<file path="config.mk">
export PLATFORM = sky130hd
export DESIGN_NAME = acrc_sqrt_cell
export DESIGN_NICKNAME = d
export VERILOG_FILES = /design/src/rtl/core/arc_center_radius_check_unit_defines.svh /design/src/rtl/core/acrc_pkg.sv /design/src/rtl/core/acrc_sqrt_cell.sv
export SDC_FILE = /design/constraint.sdc
export NUM_CORES = 1
export LEC_CHECK = 0
export ABC_AREA = 1
export BUFFER_PORTS_ARGS = -buffer_cell sky130_fd_sc_hd__buf_2
export CAP_MARGIN = 0
export CORE_AREA = 2 2 369 371
export DETAILED_ROUTE_END_ITERATION = 10
export DIE_AREA = 0 0 371 373
export SLEW_MARGIN = 20
export SYNTH_ARGS = -nofsm -noshare
export SYNTH_HDL_FRONTEND = slang
export SYNTH_SLANG_ARGS = --single-unit
</file>
<file path="constraint.sdc">
create_clock -name clk -period 3.25 [get_ports clk]
set_clock_uncertainty 0.2 [all_clocks]
set_input_delay 0.1625 -clock clk [delete_from_list [all_inputs] [get_ports clk]]
set_output_delay 0.1625 -clock clk [all_outputs]
set_load 0.01 [all_outputs]
</file>
<file path="src/rtl/core/arc_center_radius_check_unit_defines.svh">
// Assertion macros for the arc center/radius check unit.
// Taken in by the modules that carry concurrent checks; expects clk and arst_n in scope.
`ifndef ARC_CENTER_RADIUS_CHECK_UNIT_DEFINES_SVH
`define ARC_CENTER_RADIUS_CHECK_UNIT_DEFINES_SVH

// same-cycle implication
`define ACRC_ASSERT_NOW(lbl, ante, cons, msg) \
	lbl: assert property (@(posedge clk) disable iff (!arst_n) (ante) |-> (cons)) else $error(msg);

// next-cycle implication
`define ACRC_ASSERT_NEXT(lbl, ante, cons, msg) \
	lbl: assert property (@(posedge clk) disable iff (!arst_n) (ante) |=> (cons)) else $error(msg);

`endif

</file>
<file path="src/rtl/core/acrc_pkg.sv">
// Package for the arc center/radius check unit: widths, tolerances, status codes,
// and the control record that rides along the pipeline. No dependencies.
`default_nettype none
package acrc_pkg;

	localparam int COORD_W   = 32;              // port coordinate width
	localparam int CW        = 32;              // coordinate bits taken from each field
	localparam int FRAC_BITS = 16;
	localparam int QW        = CW + 2;          // root width, one digit per sqrt cell
	localparam int RW        = 2 * QW;          // radicand width
	localparam int NW        = CW + QW;         // divide numerator width
	localparam int QB        = 42;              // quotient bits, one per divide cell
	localparam int CAP_BIT   = 40;              // term magnitude cap is 2^CAP_BIT
	localparam int RAD_W     = 31;

	localparam logic [QW-1:0] TOL_FINE = QW'(((5 << FRAC_BITS) + 500) / 1000);
	localparam logic [QW-1:0] TOL_HALF = QW'(1) << (FRAC_BITS - 1);

	localparam logic [2:0] ST_OK        = 3'd0;
	localparam logic [2:0] ST_NO_END    = 3'd1;
	localparam logic [2:0] ST_NO_OFFSET = 3'd2;
	localparam logic [2:0] ST_OVER_HALF = 3'd3;
	localparam logic [2:0] ST_OVER_PCT  = 3'd4;
	localparam logic [2:0] ST_TOO_SMALL = 3'd5;
	localparam logic [2:0] ST_ZERO_CHRD = 3'd6;

	localparam logic OP_CENTER = 1'b0;
	localparam logic OP_RADIUS = 1'b1;

	typedef struct packed {
		logic              op;
		logic              ccw;
		logic              rneg;
		logic [2:0]        status;
		logic signed [CW:0] dh;
		logic signed [CW:0] dv;
		logic signed [CW-1:0] oh;
		logic signed [CW-1:0] ov;
		logic [CW-1:0]     rm;
		logic [QW-1:0]     rr;
		logic              ovf_h;
		logic              ovf_v;
	} ctl_t;

endpackage
`default_nettype wire

</file>
<file path="src/rtl/core/acrc_sqrt_cell.sv">
// One digit of two parallel restoring square roots, plus the control record.
// Depends on acrc_pkg.
`default_nettype none
module acrc_sqrt_cell (
	input  logic                              clk,
	input  logic                              en,
	input  acrc_pkg::ctl_t                    ctl_i,
	input  logic [1:0][acrc_pkg::RW-1:0]      rad_i,
	input  logic [1:0][acrc_pkg::QW+1:0]      rem_i,
	input  logic [1:0][acrc_pkg::QW-1:0]      root_i,
	output acrc_pkg::ctl_t                    ctl_o,
	output logic [1:0][acrc_pkg::RW-1:0]      rad_o,
	output logic [1:0][acrc_pkg::QW+1:0]      rem_o,
	output logic [1:0][acrc_pkg::QW-1:0]      root_o
);
	localparam int QW = acrc_pkg::QW;
	localparam int RW = acrc_pkg::RW;

	logic [1:0][QW+1:0] rem_n;
	logic [1:0][QW+1:0] trial;
	logic [1:0]         ge;

	always_comb begin
		for (int l = 0; l < 2; l++) begin
			rem_n[l] = {rem_i[l][QW-1:0], rad_i[l][RW-1 -: 2]};
			trial[l] = {root_i[l], 2'b01};
			ge[l]    = rem_n[l] >= trial[l];
		end
	end

	always_ff @(posedge clk) begin
		if (en) begin
			ctl_o <= ctl_i;
			for (int l = 0; l < 2; l++) begin
				rad_o[l]  <= {rad_i[l][RW-3:0], 2'b00};
				rem_o[l]  <= ge[l] ? rem_n[l] - trial[l] : rem_n[l];
				root_o[l] <= {root_i[l][QW-2:0], ge[l]};
			end
		end
	end
endmodule
`default_nettype wire

</file>
# Word level (Yosys, flattened, before mapping)

Cells that the tools add are included.

Add/subtract/negate cells: 2
Magnitude comparators: 2
Muxes and demuxes: 2

Operators with widths:

| cell           | count |
|---|---|
| $ge 36x36->1   | 2 |
| $mux 36        | 2 |
| $sub 36x36->36 | 2 |

Register bits after elaboration: 476
Input port bits: 482
Output and inout bits: 480
Logic and storage cells: 24

# Logic depth before layout (Yosys ltp)

Word-level depth: 2
Mapped depth: 16
Gate-level depth less buffers: 15

# Worst setup path after synthesis

OpenSTA, ideal clock, no wires.

Kind: in2reg
Start point: input root_i[12] (netlist name)
End point: register rem_o[17] (netlist name) (data pin)
Arrival time: 1612 ps
Data required time: 2798 ps
Setup slack: 1186 ps
Cell stages on the path: 16
Cells stage by stage: inv_1 > ha_1 > nand2_2 > inv_1 > nand2_1 > nand2_1 > nand2_1 > nand2_1 > a21oi_1 > nand2_2 > nand2_2 > nand2_4 > buf_12 > buf_12 > nand2_1 > nand2_1

Cells in the longest elaborated chain, start to end: 2
Elaborated cells on any way between the ends: 3
Those cells by class: add/sub (1); order compare (1); mux (1)

Ends and longest elaborated chain:

| element                                               | line                                       | RTL |
|---|---|---|
| from (decl)                                           | acrc_sqrt_cell.sv:10                       | `input logic [1:0][acrc_pkg::QW-1:0] root_i,` |
| $sub 36x36->36 / $ge 36x36->1 (equally long branches) | acrc_sqrt_cell.sv:36, acrc_sqrt_cell.sv:27 |  |
| $mux 36 *                                             | acrc_sqrt_cell.sv:36                       | `rem_o[l] <= ge[l] ? rem_n[l] - trial[l] : rem_n[l];` |
| to (signal, indexed assignment)                       | acrc_sqrt_cell.sv:36                       |  |
| to (decl)                                             | acrc_sqrt_cell.sv:13                       | `output logic [1:0][acrc_pkg::QW+1:0] rem_o,` |

Mark *: on every way between the ends. The rest lies on a longest branch, timed or not.
A chain may end at the register's enable or synchronous reset.

# Final worst setup path

Start point: input rem_i[49] (netlist name)
End point: register rem_o[39] (netlist name) (data pin)

Cells in the longest elaborated chain, start to end: 2

Ends and longest elaborated chain:

| element      | line                 | RTL |
|---|---|---|
| from (decl)  | acrc_sqrt_cell.sv:9  | `input logic [1:0][acrc_pkg::QW+1:0] rem_i,` |
| $ge 36x36->1 | acrc_sqrt_cell.sv:27 | `ge[l] = rem_n[l] >= trial[l];` |
| $mux 36      | acrc_sqrt_cell.sv:36 |  |

No other way between the ends.

==> qor.txt <==
Status: complete, no violations
Core footprint: 0.135 sq mm
RePlAce Congestion: 0.932
Setup Fix Bufs, Post-CTS: 0
Clk buf depth: 3
Detailed Route Iter0 Violations: 1623
Initial antenna violation count: 23
Final Hold Violating Endpoints: 0
Share of layout cells above drive strength 1: 0.313
Largest net degree at the start of global routing: 101
Via Count: 20.3k
Crit-path max FO: 35
Fin. max-slew vios: 0
Final setup violation count: 0
Grt ovf: 0
Mapped Area: 0.0209 sq mm
Vias in the first global route: 20.6k
EDFF count, synth: 476
I/O pin cnt: 962
Avg WL per Cell: 18.8 um
Hold slack: 0.0366 ns
Yosys reg bits: 476
Area grow syn2layout: 71.6%
Count leader, synth: nand2_1
CTS Sinks: 476
Drt total wl: 100000 um
DP HPWL: 76500 um
Req. time, crit path: 3.43 ns
Setup_tns: 0 ns
FILL cells: 14.0k
Starting Density: 0.156
HP Class: input port to register
Crit end category: register
Seq/Total Area, Yosys: 0.683
Layout Nets: 4046
Largest area contributor in the netlist: edfxtp_1
Hold Path Sink: ctl_o[62]$_DFFE_PP_
Buffers on Ports: 953
Vias/cell: 3.81
Max Fclk: 0.322 GHz
Drt pass-1 iters: 5
Synth Flop Type: edfxtp_1
Syn Inst Count: 1863
Die height: 373 um
Synth top cells by count: 628 x nand2_1, 476 x edfxtp_1, 289 x inv_1, 101 x nor2_1, 72 x ha_1
Setup CP Type: input port to register
Worst EP arrival: 3.29 ns
Clock-pin transition on the worst setup and hold timing paths: 0.06 ns
Slew HR: 0.609
Syn. warnings: 0
First-pass GRT wire length: 139000 um
Htree depth: 2
Fin crit period: 3.11 ns
Maxcap violations: 0
Final worst path period share: 0.956
Die X: 371 um
Worst hold path cell count: 2
Clock root buffer: clkbuf_16
Worst Tran Pin Value: 0.586 ns
Most area-consuming cells after synthesis: edfxtp_1 68%, nand2_1 11%, inv_1 5.2%, ha_1 4.3%, nor2_1 1.8%
Num CTS Buffers: 54
Row Count: 135
Post-synth top area share: 0.683
IR Drop Worst-Case VDD: 0.428 mV
Die Area: 0.138 sq mm
Netlist cell types: 29
RSZ-0062 raised after global routing: false
Synthesized area per cell: 11.2 sq um
CP startpoint kind: input port
LEAKAGE: 16.4 nW
Antenna Nets Post-Route: 0
P per Cell Area: 480 mW/mm^2
Async set-reset flop share out of synthesis: 0
Worst hold path startpoint: ctl_i[62]
CTS tree: done
# DRC: 0
GRT Resource Usage Total: 0.137
-- worst max path at each step --
| stage | from | end | depth (start not counted) |
|---|---|---|---|
| 6_report | rem_i[49] | rem_o[39]$_DFFE_PP_ | 15 |
| 5_1_grt | root_i[14] | rem_o[35]$_DFFE_PP_ | 17 |
| 4_1_cts | rem_i[49] | rem_o[39]$_DFFE_PP_ | 15 |
| 3_5_place_dp | root_i[47] | rem_o[46]$_DFFE_PP_ | 14 |
| 3_3_place_gp | root_i[46] | rem_o[54]$_DFFE_PP_ | 14 |
| 2_1_floorplan | root_i[12] | rem_o[17]$_DFFE_PP_ | 16 |
-- power by group --
part	leakage (nW)	internal [mW]	total [mW]	switching [mW]
clock	0.842	3.40	6.11	2.72
combinational	10.9	1.48	3.52	2.04
sequential	4.66	7.40	7.63	0.221
total	16.4	12.3	17.3	4.97
-- stage by stage --
step | instances | instance area, sq um | power, mW | utilization | setup WS [ns]
after floorplan | 1866 | 20900 | 8.98 | - | 1.19
after global placement | 4600 | 28000 | 10.6 | 0.208 | 0.455
after detailed placement | 4600 | 28000 | 10.6 | 0.208 | 0.443
after CTS | 5315 | 35900 | 17.4 | 0.267 | 0.0363
after global routing | 5320 | 35900 | 18.0 | 0.267 | 0.0108
final | 5325 | 35900 | 17.3 | 0.267 | 0.142
-- cell type report --
cell class,count,area (sq um),share of cell area
well taps,1781,2230,0.0620
clock inverters,35,343,0.00954
diodes,10,25.0,0.000697
multi-input cells,1071,5350,0.149
flip-flops and latches,476,14300,0.398
inverters,301,1130,0.0315
repair buffers,1588,11200,0.311
clock buffers,63,1390,0.0386
-- critical path, cell delays in order --
cell and delay (ns):
dlygate4sd3_1 0.55, buf_2 0.15, ha_1 0.38, nand2_2 0.13
nor2_2 0.23, nand2_1 0.07, nor2_1 0.24, nand2_1 0.08
nand2_1 0.06, a21oi_1 0.09, nand2_4 0.20, inv_4 0.20
nand2_1 0.11, nand2_1 0.05, dlygate4sd3_1 0.55
-- flip-flops by register name (all words and copies together) (netlist names) --
name	cells
root_o	68
ctl_o	204
rem_o	72
rad_o	132
-- per-layer routing --
metal,vias to the layer above,GRT usage,wire length [um]
met5,-,0,63
met4,10,0.0473,3400
met3,148,0.0323,8530
met2,978,0.230,47100
met1,9765,0.170,41200
li1,9396,-,-
-- kinds of logic after synthesis --
family,Yosys count,synth area share
simple gates,863,0.172
flops,476,0.683
buf+inv,319,0.0626
compound gates,94,0.0237
fa+ha+maj,72,0.0430
xor+xnor,38,0.0159
other cells,1,0.000179
-- cell usage in the layout, fill, tap and decap left out, drive strengths merged --
cell type / synthesis / final
nand4: 6 / 6
o21bai: 6 / 6
a21oi: 57 / 57
buf: 18 / 970
edfxtp: 476 / 476
nand3: 73 / 73
nor2: 106 / 106
inv: 297 / 301
bufinv: 0 / 4
diode: 0 / 10
clkbuf: 0 / 64
clkinv: 4 / 29
nor4: 3 / 3
o21ai: 31 / 31
clkinvlp: 0 / 2
conb: 1 / 4
dlygate4sd3: 0 / 617
nand2: 643 / 643
nand3b: 14 / 14
ha: 72 / 72
xnor2: 2 / 2
xor2: 36 / 36
nor3: 18 / 18
-- timing repair --
| item | 4_1_cts | 5_1_grt |
|---|---|---|
| gates resized for setup | 0 | 6 |
| setup endpoints to repair | 0 | 3 |
| hold buffers | 617 | 0 |
| hold endpoints to repair | 552 | 0 |
(Power assumes the default switching activity.)
