==> config.mk <==
export PLATFORM = sky130hd
export DESIGN_NAME = acrc_div_cell
export DESIGN_NICKNAME = d
export VERILOG_FILES = /design/src/rtl/core/arc_center_radius_check_unit_defines.svh /design/src/rtl/core/acrc_pkg.sv /design/src/rtl/core/acrc_div_cell.sv
export SDC_FILE = /design/constraint.sdc
export NUM_CORES = 1
export LEC_CHECK = 0
export BUFFER_PORTS_ARGS = -buffer_cell sky130_fd_sc_hd__buf_2
export CAP_MARGIN = 10
export CORE_AREA = 2 2 366 368
export CTS_CLUSTER_SIZE = 16
export DETAILED_ROUTE_END_ITERATION = 10
export DIE_AREA = 0 0 368 370
export GPL_TIMING_DRIVEN = 0
export PLACE_DENSITY_LB_ADDON = 0.15
export SYNTH_ARGS = -nofsm -noshare
export SYNTH_HDL_FRONTEND = slang
export SYNTH_SLANG_ARGS = --single-unit
==> constraint.sdc <==
create_clock -name clk -period 10.3 [get_ports clk]
set_input_delay 1.545 -clock clk [delete_from_list [all_inputs] [get_ports clk]]
set_output_delay 1.545 -clock clk [all_outputs]
set_load 0.05 [all_outputs]
==> src/rtl/core/arc_center_radius_check_unit_defines.svh <==
// Assertion macros for the arc center/radius check unit.
// Taken in by the modules that carry concurrent checks; expects clk and arst_n in scope.
`ifndef ARC_CENTER_RADIUS_CHECK_UNIT_DEFINES_SVH
`define ARC_CENTER_RADIUS_CHECK_UNIT_DEFINES_SVH

// same-cycle implication
`define ACRC_ASSERT_NOW(lbl, ante, cons, msg) \
	lbl: assert property (@(posedge clk) disable iff (!arst_n) (ante) |-> (cons)) else $error(msg);

// next-cycle implication
`define ACRC_ASSERT_NEXT(lbl, ante, cons, msg) \
	lbl: assert property (@(posedge clk) disable iff (!arst_n) (ante) |=> (cons)) else $error(msg);

`endif

==> src/rtl/core/acrc_pkg.sv <==
// Package for the arc center/radius check unit: widths, tolerances, status codes,
// and the control record that rides along the pipeline. No dependencies.
`default_nettype none
package acrc_pkg;

	localparam int COORD_W   = 32;              // port coordinate width
	localparam int CW        = 32;              // coordinate bits taken from each field
	localparam int FRAC_BITS = 16;
	localparam int QW        = CW + 2;          // root width, one digit per sqrt cell
	localparam int RW        = 2 * QW;          // radicand width
	localparam int NW        = CW + QW;         // divide numerator width
	localparam int QB        = 42;              // quotient bits, one per divide cell
	localparam int CAP_BIT   = 40;              // term magnitude cap is 2^CAP_BIT
	localparam int RAD_W     = 31;

	localparam logic [QW-1:0] TOL_FINE = QW'(((5 << FRAC_BITS) + 500) / 1000);
	localparam logic [QW-1:0] TOL_HALF = QW'(1) << (FRAC_BITS - 1);

	localparam logic [2:0] ST_OK        = 3'd0;
	localparam logic [2:0] ST_NO_END    = 3'd1;
	localparam logic [2:0] ST_NO_OFFSET = 3'd2;
	localparam logic [2:0] ST_OVER_HALF = 3'd3;
	localparam logic [2:0] ST_OVER_PCT  = 3'd4;
	localparam logic [2:0] ST_TOO_SMALL = 3'd5;
	localparam logic [2:0] ST_ZERO_CHRD = 3'd6;

	localparam logic OP_CENTER = 1'b0;
	localparam logic OP_RADIUS = 1'b1;

	typedef struct packed {
		logic              op;
		logic              ccw;
		logic              rneg;
		logic [2:0]        status;
		logic signed [CW:0] dh;
		logic signed [CW:0] dv;
		logic signed [CW-1:0] oh;
		logic signed [CW-1:0] ov;
		logic [CW-1:0]     rm;
		logic [QW-1:0]     rr;
		logic              ovf_h;
		logic              ovf_v;
	} ctl_t;

endpackage
`default_nettype wire

==> src/rtl/core/acrc_div_cell.sv <==
// One quotient bit of two restoring divides sharing a divisor, plus the control record.
// Depends on acrc_pkg.
`default_nettype none
module acrc_div_cell (
	input  logic                         clk,
	input  logic                         en,
	input  acrc_pkg::ctl_t               ctl_i,
	input  logic [acrc_pkg::QW-1:0]      d_i,
	input  logic [1:0][acrc_pkg::QW-1:0] rem_i,
	input  logic [1:0][acrc_pkg::QB-1:0] num_i,
	input  logic [1:0][acrc_pkg::QB-1:0] quo_i,
	output acrc_pkg::ctl_t               ctl_o,
	output logic [acrc_pkg::QW-1:0]      d_o,
	output logic [1:0][acrc_pkg::QW-1:0] rem_o,
	output logic [1:0][acrc_pkg::QB-1:0] num_o,
	output logic [1:0][acrc_pkg::QB-1:0] quo_o
);
	localparam int QW = acrc_pkg::QW;
	localparam int QB = acrc_pkg::QB;

	logic [1:0][QW:0] rem_n;
	logic [1:0][QW:0] diff;
	logic [1:0]       ge;

	always_comb begin
		for (int l = 0; l < 2; l++) begin
			rem_n[l] = {rem_i[l], num_i[l][QB-1]};
			diff[l]  = rem_n[l] - {1'b0, d_i};
			ge[l]    = rem_n[l] >= {1'b0, d_i};
		end
	end

	always_ff @(posedge clk) begin
		if (en) begin
			ctl_o <= ctl_i;
			d_o   <= d_i;
			for (int l = 0; l < 2; l++) begin
				rem_o[l] <= ge[l] ? diff[l][QW-1:0] : rem_n[l][QW-1:0];
				num_o[l] <= {num_i[l][QB-2:0], 1'b0};
				quo_o[l] <= {quo_i[l][QB-2:0], ge[l]};
			end
		end
	end
endmodule
`default_nettype wire

# Yosys cells after proc, flatten, opt, wreduce, memory -nomap -nowiden
# Cells that the tools add are included.
# W data, S select, Z words.
# word_totals
mem_count	0
ram_bits	0
word_cells	25
latchBits	0
inputBits	476
output_inout_bits	474
ff_bits	472
rom_bits	0
# op_classes
div	0
shift	0
reduce_logical	0
bitwise	0
n_lt_le_gt_ge	2
n_mul	0
add_sub_neg	2
eq_ne	0
mux	2
# op_table
cell	n
$ge A35 B34 Y1	2
$mux W34	2
$sub A34 B34 Y34	2

# Depth between registers and ports, before layout
# Gate-level depths: netlist of run 1.
# depth
word_depth	2
depth_mapped	14

# Worst setup path before layout of run 1
# No wires, ideal clock.
# synth_timing
path_kind	input -> register
startpoint	input d_i[16] (netlist bit)
endpoint	register rem_o[59] (netlist bit), data pin
n_path_buf	1
setup_slack_ns	5.845
arrival_ns	4.195
path_stages	11
cell_sequence	inv_1 ha_1 a21o_1 a21o_1 a2111oi_4 a31oi_1 a211o_2 a21o_1 a31oi_4 buf_6 mux2_2
# synth_between
elab_chain_cells	2
# synth_lines
item	line	source
start, declared	acrc_div_cell.sv:8	input logic [acrc_pkg::QW-1:0] d_i,
$sub A34 B34 Y34 / $ge A35 B34 Y1 (equally long branches)	acrc_div_cell.sv:28, acrc_div_cell.sv:29	
$mux W34 *	acrc_div_cell.sv:38	rem_o[l] <= ge[l] ? diff[l][QW-1:0] : rem_n[l][QW-1:0];
end signal, assigned by index	acrc_div_cell.sv:38	
end, declared	acrc_div_cell.sv:14	output logic [1:0][acrc_pkg::QW-1:0] rem_o,
# Mark *: on every way between the ends. The rest lies on a longest branch, timed or not.
# A chain may end at the register's enable or synchronous reset.

# Final worst setup path of run 1
# layout_timing
startpoint	input d_i[14] (netlist bit)
endpoint	register rem_o[62] (netlist bit), data pin
# The elaborated chain is that of the path after synthesis.

==> metrics.yaml, run 1 <==
cts_tree: "done"
first_iter_violations: 849
synth_area_sq_um: 19000
post-cts-setup-buffer-count: 0
post_drt_via_cell_ratio: 3.62
relSlewSlack_pct: 39.6
hp-class: "in2reg"
htreeDepth: 2
synth_edf_count: 472
post-dp-hpwl_um: 75700
place_ws_ps: 4280
crit_fanout: 10
start_util_pct: 14.3
yosysTopAreaCell: "edfxtp_1"
numClockSinks: 472
cp.arrival_ps: 5500
cts.clk_slew.worst_paths_ps: 60
final_cell_area_sq_um: 28100
min_period_ps: 5100
worst_pin_slew_ps: 906
critPathKind: "in2reg"
grtUsageTotal_pct: 12.7
coreArea_sq_um: 132000
synth.area.top_cells: "edfxtp_1 (75%), ha_1 (4.5%), a21oi_1 (2.3%)"
synth_top_area_share_pct: 74.6
area_delta_synth_final_pct: 47.9
grt_pass1_wl_um: 121000
io_pins: 950
antenna_found_initial: 65
globalplace.congestion: 0.822
ys_warn_count: 0
drc_errors: 0
port_buffers: 945
synth_ff_type: "edfxtp_1"
grt_pass1_vias: 15000
status: "finished clean"
cts_buffer_depth: 3
topRoutingLayerUsed: "met5"
root_buffer: "clkbuf_16"
dieArea_sq_um: 136000
end_kind: "flop"
holdPathEnd: "num_o[56]"
period_share_pct: 49.5
grt_max_degree: 126
power.leakage_nw: 11.6
fmax_mhz: 196
drt_first_pass_iters: 5
wl_um: 91000
required_ps: 10700
hold_viol: 0
wl_met2_um: 50800
die_w_um: 368
cts_made_buffers: 60
setup_slack_ps: 5200
rows: 134
fin_nets: 2756
drv_slew: 0
yosysMostFrequentCell: "edfxtp_1"
synthCells: 1198
drv_cap: 0
synth_common_cells: "edfxtp_1 (472), a21oi_1 (87), nor2_1 (71)"
placed_area_sq_um: 26100
synth-seq-cells: 472
wl_met1_um: 30600
die_h_um: 370
worstHoldStart: "num_i[55]"
setup_viol: 0
async_flop_share_pct: 0
grt_overflow: 0
vias: 14600
rsz0062_at_grt: "no"
ant_nets: 0
hold_path_depth: 1
cts_hold_buffers: 0
layout-drive-gt1-share_pct: 48.6
worst_setup_path_start_kind: "input port"
ir_drop_uv: 143
yosysSeqAreaShare_pct: 74.6
synth_cell_types: 63
avgSynthCellArea_sq_um: 15.9
wire_per_inst_um: 22.5
post_cts_resized: 0
met3_length_um: 6660
pwr_density_cell_nw_per_um2: 209
==> flip-flops by register name (all words and copies together), names as in the netlist <==
register	cells
quo_o	84
num_o	82
d_o	34
ctl_o	204
rem_o	68
==> metal layers <==
layer  vias to the layer above  track usage [%]
li1                       6654                -
met1                      7057             12.5
met2                       672             25.1
met3                       189             3.79
met4                        24             4.01
met5                         -                0
==> per-stage QoR <==
stage,TNS [ps],utilization (%),cells,hold WS (ps),total power [mW]
final,0,21.2,4035,1040,5.88
after global routing,0,21.2,4031,987,6.14
after CTS,0,21.2,4028,970,6.01
after detailed placement,0,19.7,3916,1720,3.77
after global placement,-7690,19.6,3912,1720,3.80
after floorplan,0,-,1199,1640,3.29
==> worst max-delay path, cell delays in order <==
cell and delay, ps:
buf_2 120, inv_1 90, ha_1 420, nand4_1 310, a2111oi_0 650, o211ai_1 410
a31oi_1 570, a211o_2 330, a21o_1 190, a31oi_4 270, buf_6 270, mux2_2 310
==> cells in the final DEF, fill, tap and decap left out, types with 4 or more instances in the layout <==
master / n
buf_2: 949
edfxtp_1: 472
a21oi_1: 87
nor2_1: 71
nand2_1: 70
ha_1: 68
clkbuf_16: 61
inv_1: 58
o21ai_0: 44
mux2_2: 37
a21o_1: 35
clkbuf_1: 32
xnor2_1: 32
xor2_1: 20
nand3_1: 19
nor3_1: 18
nand4_1: 13
clkinv_2: 12
o211ai_1: 9
clkinv_1: 9
bufinv_16: 8
diode_2: 7
o21a_1: 7
a31oi_1: 7
o21bai_1: 7
a211oi_1: 7
nand2b_1: 6
a2111oi_0: 6
nor4_1: 6
a31o_2: 5
and4_1: 4
or2_2: 4
mux2i_1: 4
o31ai_1: 4
buf_16: 4
==> kinds of logic (layout without fill, tap and decap cells) <==
logic type	Yosys count	in the layout	share of synthesized area [%]
flip-flops	472	472	74.6
AO/OA/AOI/OAI	246	246	8.42
AND/OR/NAND/NOR	230	230	5.60
buffers and inverters	86	1147	1.89
adder cells (fa/ha/maj)	70	70	4.69
XOR/XNOR	52	52	2.40
multiplexers	41	41	2.40
other	1	9	0.0197
==> where the power goes <==
part	total, mW	switching, mW	internal (mW)	leakage, nW
combinational	1.34	1.02	0.324	6.03
clock	2.17	0.883	1.29	0.983
sequential	2.37	0.0482	2.32	4.62
==> how the worst max path moves through the flow <==
| stage | from | end | slack, ps | cells past startpoint |
|---|---|---|---|---|
| after floorplan | d_i[16] | rem_o[59] | 5840 | 11 |
| after global placement | en | ctl_o[137] | -80 | 1 |
| after detailed placement | d_i[16] | rem_o[23] | 4280 | 15 |
| after CTS | d_i[16] | rem_o[23] | 4990 | 15 |
| after global routing | d_i[14] | rem_o[62] | 4940 | 12 |
| final | d_i[14] | rem_o[62] | 5200 | 12 |
==> area by class of cell <==
class | count | area (sq um)
fillers | 14400 | 104000
plain buffers | 28 | 141
multi-input cells | 641 | 4470
clock buffers | 75 | 1580
inverters | 58 | 218
clock inverters | 37 | 444
repair buffers | 949 | 4850
well taps | 1768 | 2210
diodes | 7 | 17.5
flip-flops and latches | 472 | 14200
Note: power is estimated with default switching activity, not from simulation.
==> run 2, diff against run 1 <==
--- a/config.mk
+++ b/config.mk
@@ -7,10 +7,10 @@
 export LEC_CHECK = 0
 export BUFFER_PORTS_ARGS = -buffer_cell sky130_fd_sc_hd__buf_2
 export CAP_MARGIN = 10
-export CORE_AREA = 2 2 366 368
+export CORE_AREA = 2 2 371 373
 export CTS_CLUSTER_SIZE = 16
 export DETAILED_ROUTE_END_ITERATION = 10
-export DIE_AREA = 0 0 368 370
+export DIE_AREA = 0 0 373 375
 export GPL_TIMING_DRIVEN = 0
 export PLACE_DENSITY_LB_ADDON = 0.15
 export SYNTH_ARGS = -nofsm -noshare
==> constraint.sdc (replaced) <==
create_clock -name clk -period 5.35 [get_ports clk]
set_input_delay 0.8025 -clock clk [delete_from_list [all_inputs] [get_ports clk]]
set_output_delay 0.8025 -clock clk [all_outputs]
set_load 0.05 [all_outputs]
==> metrics.yaml, run 2 (synthesis results as in run 1) <==
period_share_pct: 81.3
register_area_sq_um: 14200  # unchanged
cts_tree: "done"
drc_errors: 0  # unchanged
mostFrequentLayoutCell: "buf_2"
crit_fanout: 10  # unchanged
area_delta_synth_final_pct: 48.3
status: "finished clean"
largest_reg_flops: 204  # unchanged
required_ps: 5700  # -5000 ps
wl_um: 92900  # +2.1%
setup_slack_ps: 1000  # -4200 ps
layout-drive-gt1-share_pct: 48.7  # +0.11 points
placed_area_sq_um: 26100  # +0.12%
grt_max_degree: 121  # -4.0%
top_register: "ctl_o"
root_buffer: "clkbuf_16"
setup-tns-final_ps: 0  # unchanged
grt_pass1_wl_um: 124000  # +2.5%
die_w_um: 373  # +1.4%
first_iter_violations: 909  # +7.1%
cp.arrival_ps: 4690  # -810 ps
fmax_mhz: 230
end_kind: "flop"
fin_nets: 2756  # unchanged
final_cell_area_sq_um: 28200  # +0.24%
start_util_pct: 13.9  # -0.41 points
top_regs: "ctl_o: 204 flops, quo_o: 84 flops, num_o: 82 flops"
coreArea_sq_um: 136000  # +2.9%
cts_hold_buffers: 0  # unchanged
place_ws_ps: -0.798  # -4280 ps
final_cells: 4071  # +0.89%
cts_buffer_depth: 3  # unchanged
critPathKind: "in2reg"
drv_slew: 0  # unchanged
fill_cells: 14900  # +3.5%
most-common-layout-cells: "buf_2 (949), edfxtp_1 (472), a21oi_1 (87)"
numClockSinks: 472  # unchanged
dieArea_sq_um: 140000  # +2.7%
multi_input_area_sq_um: 4470  # unchanged
cts_made_buffers: 60  # unchanged
globalplace.congestion: 0.808  # -1.8%
antenna_found_initial: 67  # +3.1%
min_period_ps: 4350
die_h_um: 375  # +1.4%
setup_viol: 0  # unchanged
wire_per_inst_um: 22.8  # +1.2%
worst_setup_path_start_kind: "input port"
post-dp-hpwl_um: 77400  # +2.2%
drt_first_pass_iters: 5  # unchanged
rsz0062_at_grt: "no"
cts.clk_slew.worst_paths_ps: 70  # about the same
post-cts-setup-buffer-count: 0  # unchanged
relSlewSlack_pct: 38.6  # -1.0 points
ant_nets: 0  # unchanged
io_pins: 950  # unchanged
ir_drop_uv: 267  # +86%
power.leakage_nw: 11.6  # about the same
hold_viol: 0  # unchanged
pwr_density_cell_nw_per_um2: 403  # +93%
post_drt_via_cell_ratio: 3.57  # -1.3%
final_util_pct: 20.7  # -0.55 points
rows: 136  # +1.5%
grt_pass1_vias: 15000  # -0.060%
drv_cap: 0  # unchanged
port_buffers: 945  # unchanged
grt_overflow: 0  # unchanged
post_cts_resized: 0  # unchanged
placedCellCount: 3942  # +0.66%
grtUsageTotal_pct: 12.7  # -0.039 points
vias: 14500  # -0.47%
htreeDepth: 2  # unchanged
worst_pin_slew_ps: 909  # +3.47 ps
hp-class: "in2reg"
-- run 2: area by class of cell --
| class | instances | area share (%) |
|---|---|---|
| multi-input cells | 641 | 15.9 |
| well taps | 1794 | 7.97 |
| diodes | 16 | 0.142 |
| plain buffers | 28 | 0.502 |
| flip-flops and latches | 472 | 50.3 |
| inverters | 58 | 0.773 |
| clock buffers | 71 | 5.48 |
| clock inverters | 42 | 1.75 |
| repair buffers | 949 | 17.2 |
-- run 2: power breakdown --
part           internal (mW)  leakage, nW  total [mW]  switching [mW]
registers               4.47         4.62        4.56          0.0881
clock network           2.46        0.974        4.20            1.74
logic                  0.624         6.03        2.60            1.98
total                   7.55         11.6        11.4            3.80
-- run 2: worst max-delay path: stages --
cell and delay [ps]:
buf_2 110, inv_1 90, ha_1 290, clkbuf_1 390, nand2_1 220, nor4_1 610
nand2_1 110, nor4_1 470, a2111oi_0 190, o31a_1 140, buf_2 220, inv_1 130
buf_2 330, buf_2 350, a21oi_1 200
-- run 2: worst paths after layout --
check / start / slack (ps) / to / depth (start not counted)
max: d_i[16] / 1000 / rem_o[17] / 15
min: quo_i[3] / 300 / quo_o[4] / 1
-- run 2: metal layers --
metal	wire length [um]	part of all wire, %	GRT usage, %
met5	162	0.17	0
met4	3210	3.5	4.34
met2	50700	55	24.6
met1	32000	34	12.6
met3	6900	7.4	3.82
-- run 2: per-stage QoR --
| step | hold slack, ps | total power [mW] |
|---|---|---|
| floorplan | 901 | 6.34 |
| global placement | 979 | 7.33 |
| detailed placement | 981 | 7.27 |
| CTS | 209 | 11.6 |
| global route | 227 | 11.9 |
| finish | 300 | 11.4 |
